<file path="src/design/ihrl_pkg.sv">
// Shared types, field positions, record kinds and the hex digit decoder for the HEX record loader.
`default_nettype none

package ihrl_pkg;

    localparam logic [7:0] CHAR_LF = 8'h0A;

    // Character positions within one record line.
    localparam logic [3:0] POS_MARK       = 4'd0;
    localparam logic [3:0] POS_LENGTH_END = 4'd2;
    localparam logic [3:0] POS_OFFSET_END = 4'd6;
    localparam logic [3:0] POS_KIND_END   = 4'd8;
    localparam logic [3:0] POS_DATA_HI    = 4'd9;
    localparam logic [3:0] POS_DATA_LO    = 4'd10;
    localparam logic [3:0] POS_EXT_END    = 4'd12;

    localparam logic [7:0] KIND_DATA    = 8'h00;
    localparam logic [7:0] KIND_SEGMENT = 8'h02;
    localparam logic [7:0] KIND_LINEAR  = 8'h04;

    // One table entry holds the segment start above its length.
    localparam int ENTRY_W = 64;

    typedef struct packed {
        logic start;
        logic emit;
    } seg_req_t;

    typedef struct packed {
        logic busy;
        logic opened;
        logic dropped;
    } seg_status_t;

    function automatic logic [3:0] hex_nibble(input logic [7:0] c);
        logic [3:0] n;
        n = 4'd0;
        if (c >= 8'h30 && c <= 8'h39) begin
            n = c[3:0];
        end else if ((c >= 8'h41 && c <= 8'h46) || (c >= 8'h61 && c <= 8'h66)) begin
            n = c[3:0] + 4'd9;
        end
        return n;
    endfunction

endpackage

`default_nettype wire

</file>
<file path="src/design/intel_hex_record_loader_unit.sv">
// Top level of the HEX record loader: character parser, segment table and result register.
//
//  channel  dir  handshake            payload
//  s_       in   s_tvalid / s_tready  s_tdata: character; s_tuser: file_start
//  m_       out  m_tvalid / m_tready  m_tdata: address, byte, index, total; m_tuser: flags
//
// A character is taken while the segment table is idle and the result register is free or being emptied.
// The character that ends the type field of a data record starts a walk of the segment
// table RAM (one read port), which reads and compares the filled entries in turn until a
// match or a miss; the walk holds the input off. A stalled result holds the input off.
// Reset clears control state only; table entries at or beyond the fill count are never compared.
`default_nettype none

module intel_hex_record_loader_unit #(
    parameter int MAX_SEGMENTS = 16
) (
    input  wire logic        aclk,
    input  wire logic        aresetn,
    input  wire logic        s_tvalid,
    output logic             s_tready,
    input  wire logic [7:0]  s_tdata,   // [7:0] character
    input  wire logic        s_tuser,   // [0] file_start
    output logic             m_tvalid,
    input  wire logic        m_tready,
    output logic [79:0]      m_tdata,   // [31:0] byte_address, [39:32] data_byte,
                                        // [43:40] segment_index, [75:44] total_bytes, rest 0
    output logic [1:0]       m_tuser    // [0] segment_opened, [1] table_full
);
    import ihrl_pkg::*;

    localparam int IDX_W = (MAX_SEGMENTS > 1) ? $clog2(MAX_SEGMENTS) : 1;

    logic [3:0]  pos_reg, pos_next;
    logic [7:0]  length_reg, length_next;
    logic [15:0] offset_reg, offset_next;
    logic [7:0]  kind_reg, kind_next;
    logic [15:0] acc_reg, acc_next;
    logic [31:0] seg_base_reg, seg_base_next;
    logic [31:0] lin_base_reg, lin_base_next;
    logic [31:0] base_sum_reg, base_sum_next;
    logic [7:0]  count_reg, count_next;
    logic [16:0] rec_addr_reg, rec_addr_next;
    logic [31:0] total_reg, total_next;

    logic        out_valid_reg, out_valid_next;
    logic [31:0] out_addr_reg, out_addr_next;
    logic [7:0]  out_byte_reg, out_byte_next;
    logic [3:0]  out_index_reg, out_index_next;
    logic [31:0] out_total_reg, out_total_next;
    logic        out_opened_reg, out_opened_next;
    logic        out_full_reg, out_full_next;

    logic        accept;
    logic [3:0]  nib;
    logic [15:0] acc_shift;
    logic [7:0]  kind_new;
    logic [31:0] seg_base_eff;
    logic [31:0] lin_base_eff;
    logic [31:0] base_sum_eff;
    logic [31:0] total_eff;
    logic [31:0] ext_value;
    logic [31:0] seg_dst;

    seg_req_t         seg_req;
    seg_status_t      seg_status;
    logic [IDX_W-1:0] seg_index;
    logic [IDX_W+3:0] seg_index_ext;

    assign seg_index_ext = {4'd0, seg_index};

    assign accept    = s_tvalid && s_tready;
    assign s_tready  = !seg_status.busy && (!out_valid_reg || m_tready);
    assign nib       = hex_nibble(s_tdata);
    assign acc_shift = {acc_reg[11:0], nib};
    assign kind_new  = acc_shift[7:0];

    assign seg_base_eff = s_tuser ? 32'd0 : seg_base_reg;
    assign lin_base_eff = s_tuser ? 32'd0 : lin_base_reg;
    assign base_sum_eff = s_tuser ? 32'd0 : base_sum_reg;
    assign total_eff    = s_tuser ? 32'd0 : total_reg;
    assign ext_value    = (kind_reg == KIND_SEGMENT) ? {12'd0, acc_shift, 4'd0}
                                                     : {acc_shift, 16'd0};
    assign seg_dst      = base_sum_eff + {16'd0, offset_reg};

    ihrl_seg_ctrl #(
        .MAX_SEGMENTS(MAX_SEGMENTS),
        .IDX_W       (IDX_W)
    ) u_seg_ctrl (
        .aclk     (aclk),
        .aresetn  (aresetn),
        .req      (seg_req),
        .dst      (seg_dst),
        .status   (seg_status),
        .cur_index(seg_index)
    );

    always_comb begin
        pos_next       = pos_reg;
        length_next    = length_reg;
        offset_next    = offset_reg;
        kind_next      = kind_reg;
        acc_next       = acc_reg;
        seg_base_next  = seg_base_reg;
        lin_base_next  = lin_base_reg;
        base_sum_next  = base_sum_reg;
        count_next     = count_reg;
        rec_addr_next  = rec_addr_reg;
        total_next     = total_reg;
        seg_req.start  = 1'b0;
        seg_req.emit   = 1'b0;

        out_valid_next  = out_valid_reg && !m_tready;
        out_addr_next   = out_addr_reg;
        out_byte_next   = out_byte_reg;
        out_index_next  = out_index_reg;
        out_total_next  = out_total_reg;
        out_opened_next = out_opened_reg;
        out_full_next   = out_full_reg;

        if (accept) begin
            seg_base_next = seg_base_eff;
            lin_base_next = lin_base_eff;
            base_sum_next = base_sum_eff;
            total_next    = total_eff;

            if (s_tdata == CHAR_LF) begin
                pos_next = POS_MARK;
            end else if (pos_reg == POS_MARK) begin
                pos_next = 4'd1;
            end else if (pos_reg <= POS_KIND_END) begin
                acc_next = acc_shift;
                pos_next = pos_reg + 4'd1;
                if (pos_reg == POS_LENGTH_END) begin
                    length_next = acc_shift[7:0];
                    acc_next    = 16'd0;
                end else if (pos_reg == POS_OFFSET_END) begin
                    offset_next = acc_shift;
                    acc_next    = 16'd0;
                end else if (pos_reg == POS_KIND_END) begin
                    kind_next     = kind_new;
                    acc_next      = 16'd0;
                    count_next    = 8'd0;
                    rec_addr_next = {1'b0, offset_reg};
                    if (kind_new == KIND_DATA) begin
                        seg_req.start = 1'b1;
                        total_next    = total_eff + {24'd0, length_reg};
                    end
                end
            end else if (kind_reg == KIND_DATA) begin
                if (pos_reg == POS_DATA_HI) begin
                    acc_next = {12'd0, nib};
                    pos_next = POS_DATA_LO;
                end else begin
                    pos_next = POS_DATA_HI;
                    // Pairs beyond the record length are parsed but produce nothing.
                    if (count_reg < length_reg) begin
                        seg_req.emit    = 1'b1;
                        count_next      = count_reg + 8'd1;
                        rec_addr_next   = rec_addr_reg + 17'd1;
                        out_valid_next  = 1'b1;
                        out_addr_next   = base_sum_eff + {15'd0, rec_addr_reg};
                        out_byte_next   = {acc_reg[3:0], nib};
                        out_index_next  = seg_status.dropped ? 4'd0 : seg_index_ext[3:0];
                        out_opened_next = seg_status.opened && !seg_status.dropped;
                        out_full_next   = seg_status.dropped;
                        out_total_next  = total_eff;
                    end
                end
            end else if (kind_reg == KIND_SEGMENT || kind_reg == KIND_LINEAR) begin
                if (pos_reg <= POS_EXT_END) begin
                    acc_next = acc_shift;
                    pos_next = pos_reg + 4'd1;
                    if (pos_reg == POS_EXT_END) begin
                        acc_next = 16'd0;
                        if (kind_reg == KIND_SEGMENT) begin
                            seg_base_next = ext_value;
                            base_sum_next = lin_base_eff + ext_value;
                        end else begin
                            lin_base_next = ext_value;
                            base_sum_next = seg_base_eff + ext_value;
                        end
                    end
                end
            end
        end
    end

    always_ff @(posedge aclk) begin
        if (!aresetn) begin
            pos_reg       <= POS_MARK;
            length_reg    <= 8'd0;
            offset_reg    <= 16'd0;
            kind_reg      <= KIND_DATA;
            acc_reg       <= 16'd0;
            seg_base_reg  <= 32'd0;
            lin_base_reg  <= 32'd0;
            base_sum_reg  <= 32'd0;
            count_reg     <= 8'd0;
            rec_addr_reg  <= 17'd0;
            total_reg     <= 32'd0;
            out_valid_reg <= 1'b0;
        end else begin
            pos_reg       <= pos_next;
            length_reg    <= length_next;
            offset_reg    <= offset_next;
            kind_reg      <= kind_next;
            acc_reg       <= acc_next;
            seg_base_reg  <= seg_base_next;
            lin_base_reg  <= lin_base_next;
            base_sum_reg  <= base_sum_next;
            count_reg     <= count_next;
            rec_addr_reg  <= rec_addr_next;
            total_reg     <= total_next;
            out_valid_reg <= out_valid_next;
        end
        out_addr_reg   <= out_addr_next;
        out_byte_reg   <= out_byte_next;
        out_index_reg  <= out_index_next;
        out_total_reg  <= out_total_next;
        out_opened_reg <= out_opened_next;
        out_full_reg   <= out_full_next;
    end

    assign m_tvalid = out_valid_reg;
    assign m_tdata  = {4'd0, out_total_reg, out_index_reg, out_byte_reg, out_addr_reg};
    assign m_tuser  = {out_full_reg, out_opened_reg};

endmodule

`default_nettype wire

</file>
<file path="src/design/ihrl_ram.sv">
// Generic single-port synchronous RAM with a registered read.
`default_nettype none

module ihrl_ram #(
    parameter int WIDTH = 64,
    parameter int DEPTH = 16,
    parameter int ADDR_W = (DEPTH > 1) ? $clog2(DEPTH) : 1
) (
    input  wire logic              aclk,
    input  wire logic              we,
    input  wire logic [ADDR_W-1:0] addr,
    input  wire logic [WIDTH-1:0]  wdata,
    output logic      [WIDTH-1:0]  rdata
);

    logic [WIDTH-1:0] mem [DEPTH];

    always_ff @(posedge aclk) begin
        if (we) begin
            mem[addr] <= wdata;
        end
        rdata <= mem[addr];
    end

endmodule

`default_nettype wire

</file>
<file path="src/design/ihrl_seg_ctrl.sv">
// Segment table: find the segment that dst continues, open new ones, extend the current one.
`default_nettype none

module ihrl_seg_ctrl #(
    parameter int MAX_SEGMENTS = 16,
    parameter int IDX_W = (MAX_SEGMENTS > 1) ? $clog2(MAX_SEGMENTS) : 1,
    parameter int CNT_W = $clog2(MAX_SEGMENTS + 1)
) (
    input  wire logic                 aclk,
    input  wire logic                 aresetn,
    input  wire ihrl_pkg::seg_req_t   req,
    input  wire logic [31:0]          dst,
    output ihrl_pkg::seg_status_t     status,
    output logic [IDX_W-1:0]          cur_index
);
    import ihrl_pkg::*;

    localparam logic [1:0] ST_IDLE = 2'd0;
    localparam logic [1:0] ST_READ = 2'd1;
    localparam logic [1:0] ST_CMP  = 2'd2;

    localparam logic [CNT_W-1:0] COUNT_MAX = CNT_W'(MAX_SEGMENTS);

    logic [1:0]       state_reg, state_next;
    logic [CNT_W-1:0] idx_reg, idx_next;
    logic [CNT_W-1:0] count_reg, count_next;
    logic [IDX_W-1:0] cur_reg, cur_next;
    logic [31:0]      start_reg, start_next;
    logic [31:0]      len_reg, len_next;
    logic [31:0]      dst_reg, dst_next;
    logic [31:0]      probe_reg, probe_next;
    logic             opened_reg, opened_next;
    logic             dropped_reg, dropped_next;

    logic               ram_we;
    logic [IDX_W-1:0]   ram_addr;
    logic [ENTRY_W-1:0] ram_wdata;
    logic [ENTRY_W-1:0] ram_rdata;
    logic [31:0]        rd_start;
    logic [31:0]        rd_len;
    logic [31:0]        rd_dist;

    assign rd_start = ram_rdata[63:32];
    assign rd_len   = ram_rdata[31:0];
    assign rd_dist  = probe_reg - rd_start;

    ihrl_ram #(
        .WIDTH (ENTRY_W),
        .DEPTH (MAX_SEGMENTS),
        .ADDR_W(IDX_W)
    ) u_table (
        .aclk (aclk),
        .we   (ram_we),
        .addr (ram_addr),
        .wdata(ram_wdata),
        .rdata(ram_rdata)
    );

    always_comb begin
        state_next   = state_reg;
        idx_next     = idx_reg;
        count_next   = count_reg;
        cur_next     = cur_reg;
        start_next   = start_reg;
        len_next     = len_reg;
        dst_next     = dst_reg;
        probe_next   = probe_reg;
        opened_next  = opened_reg;
        dropped_next = dropped_reg;
        ram_we       = 1'b0;
        ram_addr     = cur_reg;
        ram_wdata    = {start_reg, len_reg + 32'd1};

        unique case (state_reg)
            ST_IDLE: begin
                if (req.start) begin
                    dst_next   = dst;
                    idx_next   = '0;
                    state_next = ST_READ;
                end else if (req.emit) begin
                    opened_next = 1'b0;
                    // The current segment is cached; a byte not dropped writes its new length.
                    if (!dropped_reg) begin
                        ram_we   = 1'b1;
                        len_next = len_reg + 32'd1;
                    end
                end
            end
            ST_READ: begin
                probe_next = dst_reg - 32'd1;
                ram_addr   = idx_reg[IDX_W-1:0];
                if (idx_reg == count_reg) begin
                    state_next = ST_IDLE;
                    if (count_reg < COUNT_MAX) begin
                        ram_addr     = count_reg[IDX_W-1:0];
                        ram_we       = 1'b1;
                        ram_wdata    = {dst_reg, 32'd0};
                        cur_next     = count_reg[IDX_W-1:0];
                        start_next   = dst_reg;
                        len_next     = 32'd0;
                        count_next   = count_reg + CNT_W'(1);
                        opened_next  = 1'b1;
                        dropped_next = 1'b0;
                    end else begin
                        cur_next     = '0;
                        opened_next  = 1'b0;
                        dropped_next = 1'b1;
                    end
                end else begin
                    state_next = ST_CMP;
                end
            end
            ST_CMP: begin
                if (rd_dist < rd_len) begin
                    cur_next     = idx_reg[IDX_W-1:0];
                    start_next   = rd_start;
                    len_next     = rd_len;
                    opened_next  = 1'b0;
                    dropped_next = 1'b0;
                    state_next   = ST_IDLE;
                end else begin
                    idx_next   = idx_reg + CNT_W'(1);
                    state_next = ST_READ;
                end
            end
            default: begin
                state_next = ST_IDLE;
            end
        endcase
    end

    always_ff @(posedge aclk) begin
        if (!aresetn) begin
            state_reg   <= ST_IDLE;
            idx_reg     <= '0;
            count_reg   <= '0;
            cur_reg     <= '0;
            opened_reg  <= 1'b0;
            dropped_reg <= 1'b0;
        end else begin
            state_reg   <= state_next;
            idx_reg     <= idx_next;
            count_reg   <= count_next;
            cur_reg     <= cur_next;
            opened_reg  <= opened_next;
            dropped_reg <= dropped_next;
        end
        start_reg <= start_next;
        len_reg   <= len_next;
        dst_reg   <= dst_next;
        probe_reg <= probe_next;
    end

    assign status.busy    = (state_reg != ST_IDLE);
    assign status.opened  = opened_reg;
    assign status.dropped = dropped_reg;
    assign cur_index      = cur_reg;

`ifndef ASSERT_OFF
    a_count_bound: assert property (@(posedge aclk) disable iff (!aresetn)
        count_reg <= COUNT_MAX)
        else $error("segment count exceeds table depth");

    a_open_drop_excl: assert property (@(posedge aclk) disable iff (!aresetn)
        !(opened_reg && dropped_reg))
        else $error("segment both opened and dropped");

    a_cmp_in_table: assert property (@(posedge aclk) disable iff (!aresetn)
        (state_reg == ST_CMP) |-> (idx_reg < count_reg))
        else $error("search compares an entry beyond the table fill");

    a_count_grows_on_open: assert property (@(posedge aclk) disable iff (!aresetn)
        (state_reg == ST_READ && idx_reg == count_reg && count_reg < COUNT_MAX)
        |=> (count_reg == $past(count_reg) + CNT_W'(1)) && opened_reg)
        else $error("failed search did not open a segment");
`endif

endmodule

`default_nettype wire
</file>
<file path="config.mk">
export PLATFORM = sky130hd
export DESIGN_NAME = intel_hex_record_loader_unit
export DESIGN_NICKNAME = d
export VERILOG_FILES = /design/src/design/ihrl_pkg.sv /design/src/design/intel_hex_record_loader_unit.sv /design/src/design/ihrl_ram.sv /design/src/design/ihrl_seg_ctrl.sv
export SDC_FILE = /design/constraint.sdc
export NUM_CORES = 2
export LEC_CHECK = 0
export BUFFER_PORTS_ARGS = -buffer_cell sky130_fd_sc_hd__buf_2
export CORE_MARGIN = 3
export CORE_UTILIZATION = 30
export DETAILED_ROUTE_END_ITERATION = 10
export PLACE_DENSITY = 0.46
export SLEW_MARGIN = 20
export SYNTH_ARGS = -nofsm -noshare
export SYNTH_HDL_FRONTEND = slang
export SYNTH_SLANG_ARGS = --single-unit
</file>
<file path="constraint.sdc">
create_clock -name aclk -period 15.3 [get_ports aclk]
set_input_delay 1.53 -clock aclk [delete_from_list [all_inputs] [get_ports aclk]]
set_output_delay 1.53 -clock aclk [all_outputs]
set_load 0.03 [all_outputs]
</file>
* Word level (Yosys, flattened, before mapping)
Memories as Yosys holds them, arrays and structs flattened. A register that Yosys moved wholly into a read port is not among the register bits.
Cells that the tools add are included.
** Word-level totals
- Input bits :: 13
- Bits in read-only memories :: 0
- RAM bits :: 1024
- Output and inout port bits :: 84
- Memories :: 1
- Bits in registers :: 426
- Bits in latches :: 0
** Operators by class
- Shift-type cells :: 0
- Add/subtract/negate cells :: 14
- Equality and inequality tests :: 24
- Bitwise logic cells :: 6
- $lt $le $gt $ge :: 11
- Mux-type cells :: 131
- Div/mod/pow operators :: 0
- Reduce and logical (&&, ||, !) cells :: 42
- Multipliers :: 0
** Memories
- u_seg_ctrl.u_table.mem :: depth 16, width 64, read ports 1, clocked after memory_dff 1, wr ports 1, RTL line ihrl_ram.sv:16 : logic [WIDTH-1:0] mem [DEPTH];
** Operators with widths (count)
- two-way mux 32 bit :: 45
- two-way mux 64 bit :: 3
- two-way mux 17 bit :: 7
- two-way mux 12 bit :: 9
- case mux 32 bit (3 select lines) :: 1
- adder 32 bit :: 2
- case mux 32 bit (2 select lines) :: 1
- two-way mux 4 bit :: 14
- two-way mux 8 bit :: 7
- adder 32 x 1 -> 32 bit, second input constant :: 1
- adder 32 x 16 -> 32 bit :: 1
- adder 32 x 17 -> 32 bit :: 1
- adder 32 x 8 -> 32 bit :: 1
- < comparator 32 bit :: 1
- subtractor 32 x 1 -> 32 bit, second input constant :: 1
- subtractor 32 bit :: 1
- two-way mux 1 bit :: 30
- AND reduction 7 bit :: 3
- adder 17 x 1 -> 17 bit, second input constant :: 1
- greater-or-equal comparator 8 x 7 -> 1 bit, second input constant :: 2
- <= comparator 8 x 7 -> 1 bit, second input constant :: 2
- zero test 8 bit :: 2
- inequality test 2 bit, second input constant :: 8
- equality test 4 bit, second input constant :: 3
- other kinds (41) :: 81

* Longest topological paths before layout
- Depth after elaboration :: 19
- Depth in mapped cells :: 23
- Gate-level depth less buffers :: 23

* By module
From an unflattened synthesis, not the netlist that was laid out.
** Second synthesis, totals
- Cells, all modules :: 4415
- Area, all modules :: 64800.9 um2
** By module, submodules not included
- ihrl_ram :: cells an instance 1648, seq. area each 32030.7 um2, times used 1, area each 39517.9 um2
- intel_hex_record_loader_unit :: cells an instance 1798, seq. area each 6386.1 um2, times used 1, area each 15539.9 um2
- ihrl_seg_ctrl :: cells an instance 969, seq. area each 4204.0 um2, times used 1, area each 9743.1 um2

* Worst setup path after synthesis
Ideal clock, no wire load.
- Kind :: input to register
- From :: input port s_tdata[0]
- To :: memory u_seg_ctrl.u_table.mem[10][0], enable pin
- Data arrival time :: 15535 ps
- Path buffers :: 1
- Stages :: 11
- Library setup time :: 564 ps
- Slack :: -799 ps
- Data required time :: 14736 ps
- Cell sequence :: inv_1 > ha_1 > and4_1 > clkbuf_1 > nor2_1 > nand2_1 > nor4_1 > a31oi_1 > nor2b_1 > nand2_1 > nor3_1
** On the way
- Word-level cells in the longest chain between the ends :: 18
- Elaborated cells on any way between the ends :: 28
** RTL lines
- from (decl) :: RTL line intel_hex_record_loader_unit.sv:21 : input wire logic [7:0] s_tdata,
- greater-or-equal comparator 8 x 7 -> 1 bit / <= comparator 8 x 7 -> 1 bit (equally long branches) :: RTL line ihrl_pkg.sv:40 : end else if ((c >= 8'h41 && c <= 8'h46) || (c >= 8'h61 && c <= 8'h66)) begin
- logical AND 1 bit :: RTL line ihrl_pkg.sv:40
- logical OR 1 bit :: RTL line ihrl_pkg.sv:40
- two-way mux 4 bit :: RTL line ihrl_pkg.sv:40
- two-way mux 4 bit :: RTL line ihrl_pkg.sv:38 : if (c >= 8'h30 && c <= 8'h39) begin
- zero test 8 bit :: RTL line intel_hex_record_loader_unit.sv:144 : if (kind_new == KIND_DATA) begin
- two-way mux 1 bit :: RTL line intel_hex_record_loader_unit.sv:144
- two-way mux 1 bit :: RTL line intel_hex_record_loader_unit.sv:139 : end else if (pos_reg == POS_KIND_END) begin
- [2 not listed]
- two-way mux 1 bit :: RTL line intel_hex_record_loader_unit.sv:130 : end else if (pos_reg <= POS_KIND_END) begin
- two-way mux 2 bit :: RTL line intel_hex_record_loader_unit.sv:128 : end else if (pos_reg == POS_MARK) begin
- two-way mux 2 bit (*) :: RTL line intel_hex_record_loader_unit.sv:126 : if (s_tdata == CHAR_LF) begin
- two-way mux 2 bit (*) :: RTL line intel_hex_record_loader_unit.sv:120 : if (accept) begin
- two-way mux 1 bit (*) :: RTL line ihrl_seg_ctrl.sv:76 : if (req.start) begin
- case mux 1 bit (2 select lines) (*) :: RTL line ihrl_seg_ctrl.sv:74 : unique case (state_reg)
- two-way mux 1 bit (*) :: RTL line ihrl_ram.sv:19 : if (we) begin
- two-way mux 1 bit (implied by the code) (*) :: RTL line ihrl_ram.sv:20 : mem[addr] <= wdata;
- to (decl) :: RTL line ihrl_ram.sv:16
Every way passes the cells marked *; elsewhere a longest branch is shown, timed or not.

* Worst setup path after layout
- From :: register u_seg_ctrl.u_table.rdata[49] (read register of u_seg_ctrl.u_table.mem)
- To :: register u_seg_ctrl.start_reg[18], enable pin
** On the way
- Word-level cells in the longest chain between the ends :: 4
** RTL lines
- from (decl) :: RTL line ihrl_ram.sv:13 : output logic [WIDTH-1:0] rdata
- subtractor 32 bit :: RTL line ihrl_seg_ctrl.sv:45 : assign rd_dist = probe_reg - rd_start;
- < comparator 32 bit :: RTL line ihrl_seg_ctrl.sv:114 : if (rd_dist < rd_len) begin
- inequality test 2 x 1 -> 1 bit (no line)
- AND reduction 4 bit (no line)
- to (signal assigned) :: RTL line ihrl_seg_ctrl.sv:148 : start_reg <= start_next;
- to (decl) :: RTL line ihrl_seg_ctrl.sv:28 : logic [31:0] start_reg, start_next;
No other way between the ends.
A chain may end at the register's enable or synchronous reset.

==> summary.md <==
| Metric | Value |
|---|---|
| H-tree depth | `4` |
| Layout area overhead | `14.79%` |
| CP most frequent cell | `ha_1` |
| Clock transition at the registers of the reported paths | `0.06 ns` |
| Syn avg cell area | `14.28 sq um` |
| Initial Utilization | `30.32%` |
| CP Capture Type | `flip-flop` |
| CTS Buf Count | `170` |
| Critical path peak fanout | `32` |
| Reg with most FFs | `u_seg_ctrl.u_table.mem` |
| Regs by FF count | `u_seg_ctrl.u_table.mem x1024, u_seg_ctrl.u_table.rdata x64` |
| CP Class | `reg -> reg` |
| DR WL/cell | `23.01 um` |
| Maximum clock rate | `158.2 MHz` |
| Port Buffers | `between 90 and 100` |
| Core Rows | `between 150 and 200` |
| Clock root buffer | `clkbuf_16` |
| CTS tree | `done` |
| Die ar. | `223600 sq um` |
| Post-Syn Area | `65400 sq um` |
| Cells after synthesis | `approximately 4.6k` |
| Via density | `4.950` |
| ANT nets after route | `0` |
| Fin crit period | `6.322 ns` |
| Chip Width | `between 400 and 500 um` |
| Hold Path Class | `reg -> reg` |
| CP max stage cell | `o21ai_0` |
| Die Y | `472.9 um` |
| Vias | `38.00k` |
| Antenna violations before repair | `5` |
| CP peak stage delay | `0.69 ns` |
| Final cycle utilization of the critical path | `between 40 and 50%` |
| Worst-Skew Late Latency | `about 0.84 ns` |
| Critical Path RT | `15.72 ns` |
| Worst-margin pin slew | `roughly 1.2 ns` |
| Fillers | `around 21k` |
| Synth warnings | `0` |
| Pin count of the biggest net entering global routing | `96` |
| Post-DP HPWL | `108900 um` |
| Max cap viols | `0` |
| Drt first pass iters | `5` |
| Met3 usage | `roughly 2%` |
| Hold-fix buffers, CTS | `0` |
| Status | `finished, final reports clean` |
| Critical path arrival | `between 6 and 7 ns` |
| CP Buf/Inv Count | `2` |
| CTS max path bufs | `3` |
| Post-synth EDFFs | `about 1.2k` |
| Final count of hold timing violations | `0` |
| Core ar. | `around 220000 sq um` |
| Layer with the highest usage | `met2` |
| Leak | `around 25 nW` |
| CP Cell Sequence | `inv_1 -> ha_1 -> a21o_1 -> a2111oi_0 -> o2111ai_1 -> a31o_2 -> a311o_1 -> a221o_1 -> a21oi_1 -> xnor2_1 -> ha_1 -> nand4_1 -> or3_1 -> a31oi_1 -> o21ai_0 -> o211ai_1 -> a21oi_4 -> buf_4` |
| FFs w/ async S/R, synth | `0%` |
| Setup crit start kind | `flip-flop` |
| Layout cell share with drive strength beyond 1 | `16.65%` |
| Max-Slew Margin vs Limit | `19.80%` |
| Clock skew | `a little over 0.07 ns` |
| CP delay by family, top | `compound AO/OA/AOI/OAI gates` |
| First-pass GRT wire length | `263400 um` |
| WL final | `176600 um` |
| Fin nets | `4863` |
| Pwr dens | `113.8 nW/um^2` |
| GR Layer Usage met1 | `21.89%` |
| CTS Sinks | `1514` |
| Vias in the first global route | `38.83k` |
| Routability cong. | `between 0.8 and 0.9` |
| Post-cts sizing count | `0` |
| Setup Fix Bufs, Post-CTS | `0` |
| DRC viols | `0` |
| Final setup viols | `0` |
| VDD IR-drop max | `between 0.00008 and 0.00009 V` |
| Storage element area | `42620 sq um` |
| Post-synth cell types | `83` |
| Gr ovfl total | `0` |
| Main synth FF type | `edfxtp_1` |
| Setup ws final | `8.978 ns` |
| Max Slew Vio Count | `0` |
| Num ports | `97` |
| Synthesized flop and latch total | `about 1.5k` |
| GR Util All Layers | `15.63%` |
| Largest register FFs | `1024` |
| RSZ-0062 raised after global routing | `no` |
| First DRT Iteration DRCs | `2792` |
| Setup TNS | `0 ns` |
| Seq/Total Area, Yosys | `about 65%` |
| Setup slack at placement | `8.195 ns` |
| R2R Setup Slk | `8.98 ns` |
| Met2 Resource Use GR | `25.54%` |
| Footprint of the multi-input gates | `21700 sq um` |
synthesized netlist by cell type, types with 73 or more instances:
library cell,instances,share of area (%)
and2_1,145,1.4
ha_1,154,2.9
edfxtp_1,1230,56
mux4_2,256,8.8
nand3_1,82,0.63
xnor2_1,114,1.5
nor2_1,210,1.2
and3_1,78,0.75
dfxtp_1,284,8.7
xor2_1,92,1.2
inv_1,132,0.76
a211oi_1,73,0.84
nand2_1,459,2.6
clkbuf_1,178,1.0
a31oi_1,82,0.78
o21ai_0,172,1.3
a21oi_1,133,1.0
nor2b_1,136,1.3
power by group:
part           switching (W)  total [W]  leakage [nW]  internal [W]
registers        0.000000405    0.00439          13.2       0.00439
clock network        0.00173    0.00410          2.75       0.00237
logic              0.0000395  0.0000527          9.00     0.0000132
worst min-delay path: cells and delay by family (launching register included):
kind | cells | cell delay (ns)
AO/OA/AOI/OAI | 1 | 0.05
AND/OR/NAND/NOR | 1 | 0.05
flip-flops | 1 | 0.33
layer usage:
metal | wire length, um | part of all wire [%]
met5 | 0 | 0
met3 | 6263 | 3.5
met2 | 84040 | 48
met4 | 3540 | 2.0
met1 | 82800 | 47
final timing paths:
path,start,endpoint,depth (start not counted)
setup / recovery,u_seg_ctrl.u_table.rdata[49],u_seg_ctrl.start_reg[18],18
setup reg to reg,u_seg_ctrl.u_table.rdata[49],u_seg_ctrl.start_reg[18],18
hold reg to reg,base_sum_reg[31],base_sum_reg[31],2
hold / removal,base_sum_reg[31],base_sum_reg[31],2
layout by cell type, fill, tap and decap left out, types with 43 or more instances in the layout:
cell type  Yosys  layout
clkbuf_1     178      49
a22oi_1       48      48
nor3_1        52      43
nand2_1      459     459
ha_1         154     152
and3_1        78      78
mux4_2       256     256
a31oi_1       82      82
clkbuf_16      0     173
a21oi_1      133     132
a211oi_1      73      72
xnor2_1      114     114
o21ai_0      172     171
edfxtp_1    1230    1230
nor2b_1      136     136
mux2_2        66      64
buf_4          6      74
nor2_1       210     184
a21boi_0      53      53
buf_2          4      90
dfxtp_1      284     284
and2_1       145     145
xor2_1        92      92
nand3_1       82      82
inv_1        132     132
final cells by class:
type | instances | share of cell area [%]
Multi-Input combinational cell | 2706 | 28.90
Tap cell | 2838 | 4.730
Antenna cell | 4 | 0.01333
Timing Repair Buffer | 166 | 1.382
Sequential cell | 1514 | 56.77
Clock inverter | 78 | 1.243
Inverter | 133 | 0.6650
Clock buffer | 238 | 6.296
cell families after synthesis:
kind of cell | synth area share, %
buffers and inverters | 2.124
AO/OA/AOI/OAI | 6.945
AND/OR/NAND/NOR | 9.686
multiplexers | 10.20
XOR/XNOR | 2.759
other | 0.005734
flip-flops | 65.17
adder cells (fa/ha/maj) | 3.116
metrics by stage:
step	total power [W]	utilization, %	hold slack (ns)	instance area [sq um]	cells
6_report	0.008541	34.81	0.4623	75070	7677
5_1_grt	0.008828	34.80	0.4864	75070	7674
4_1_cts	0.008658	34.78	0.4652	75010	7673
3_5_place_dp	0.004530	32.15	0.4566	69350	7357
3_3_place_gp	0.004530	32.15	0.4514	69340	7357
2_1_floorplan	0.004511	-	0.4029	65420	4582
Note: power is estimated with default switching activity, not from simulation.
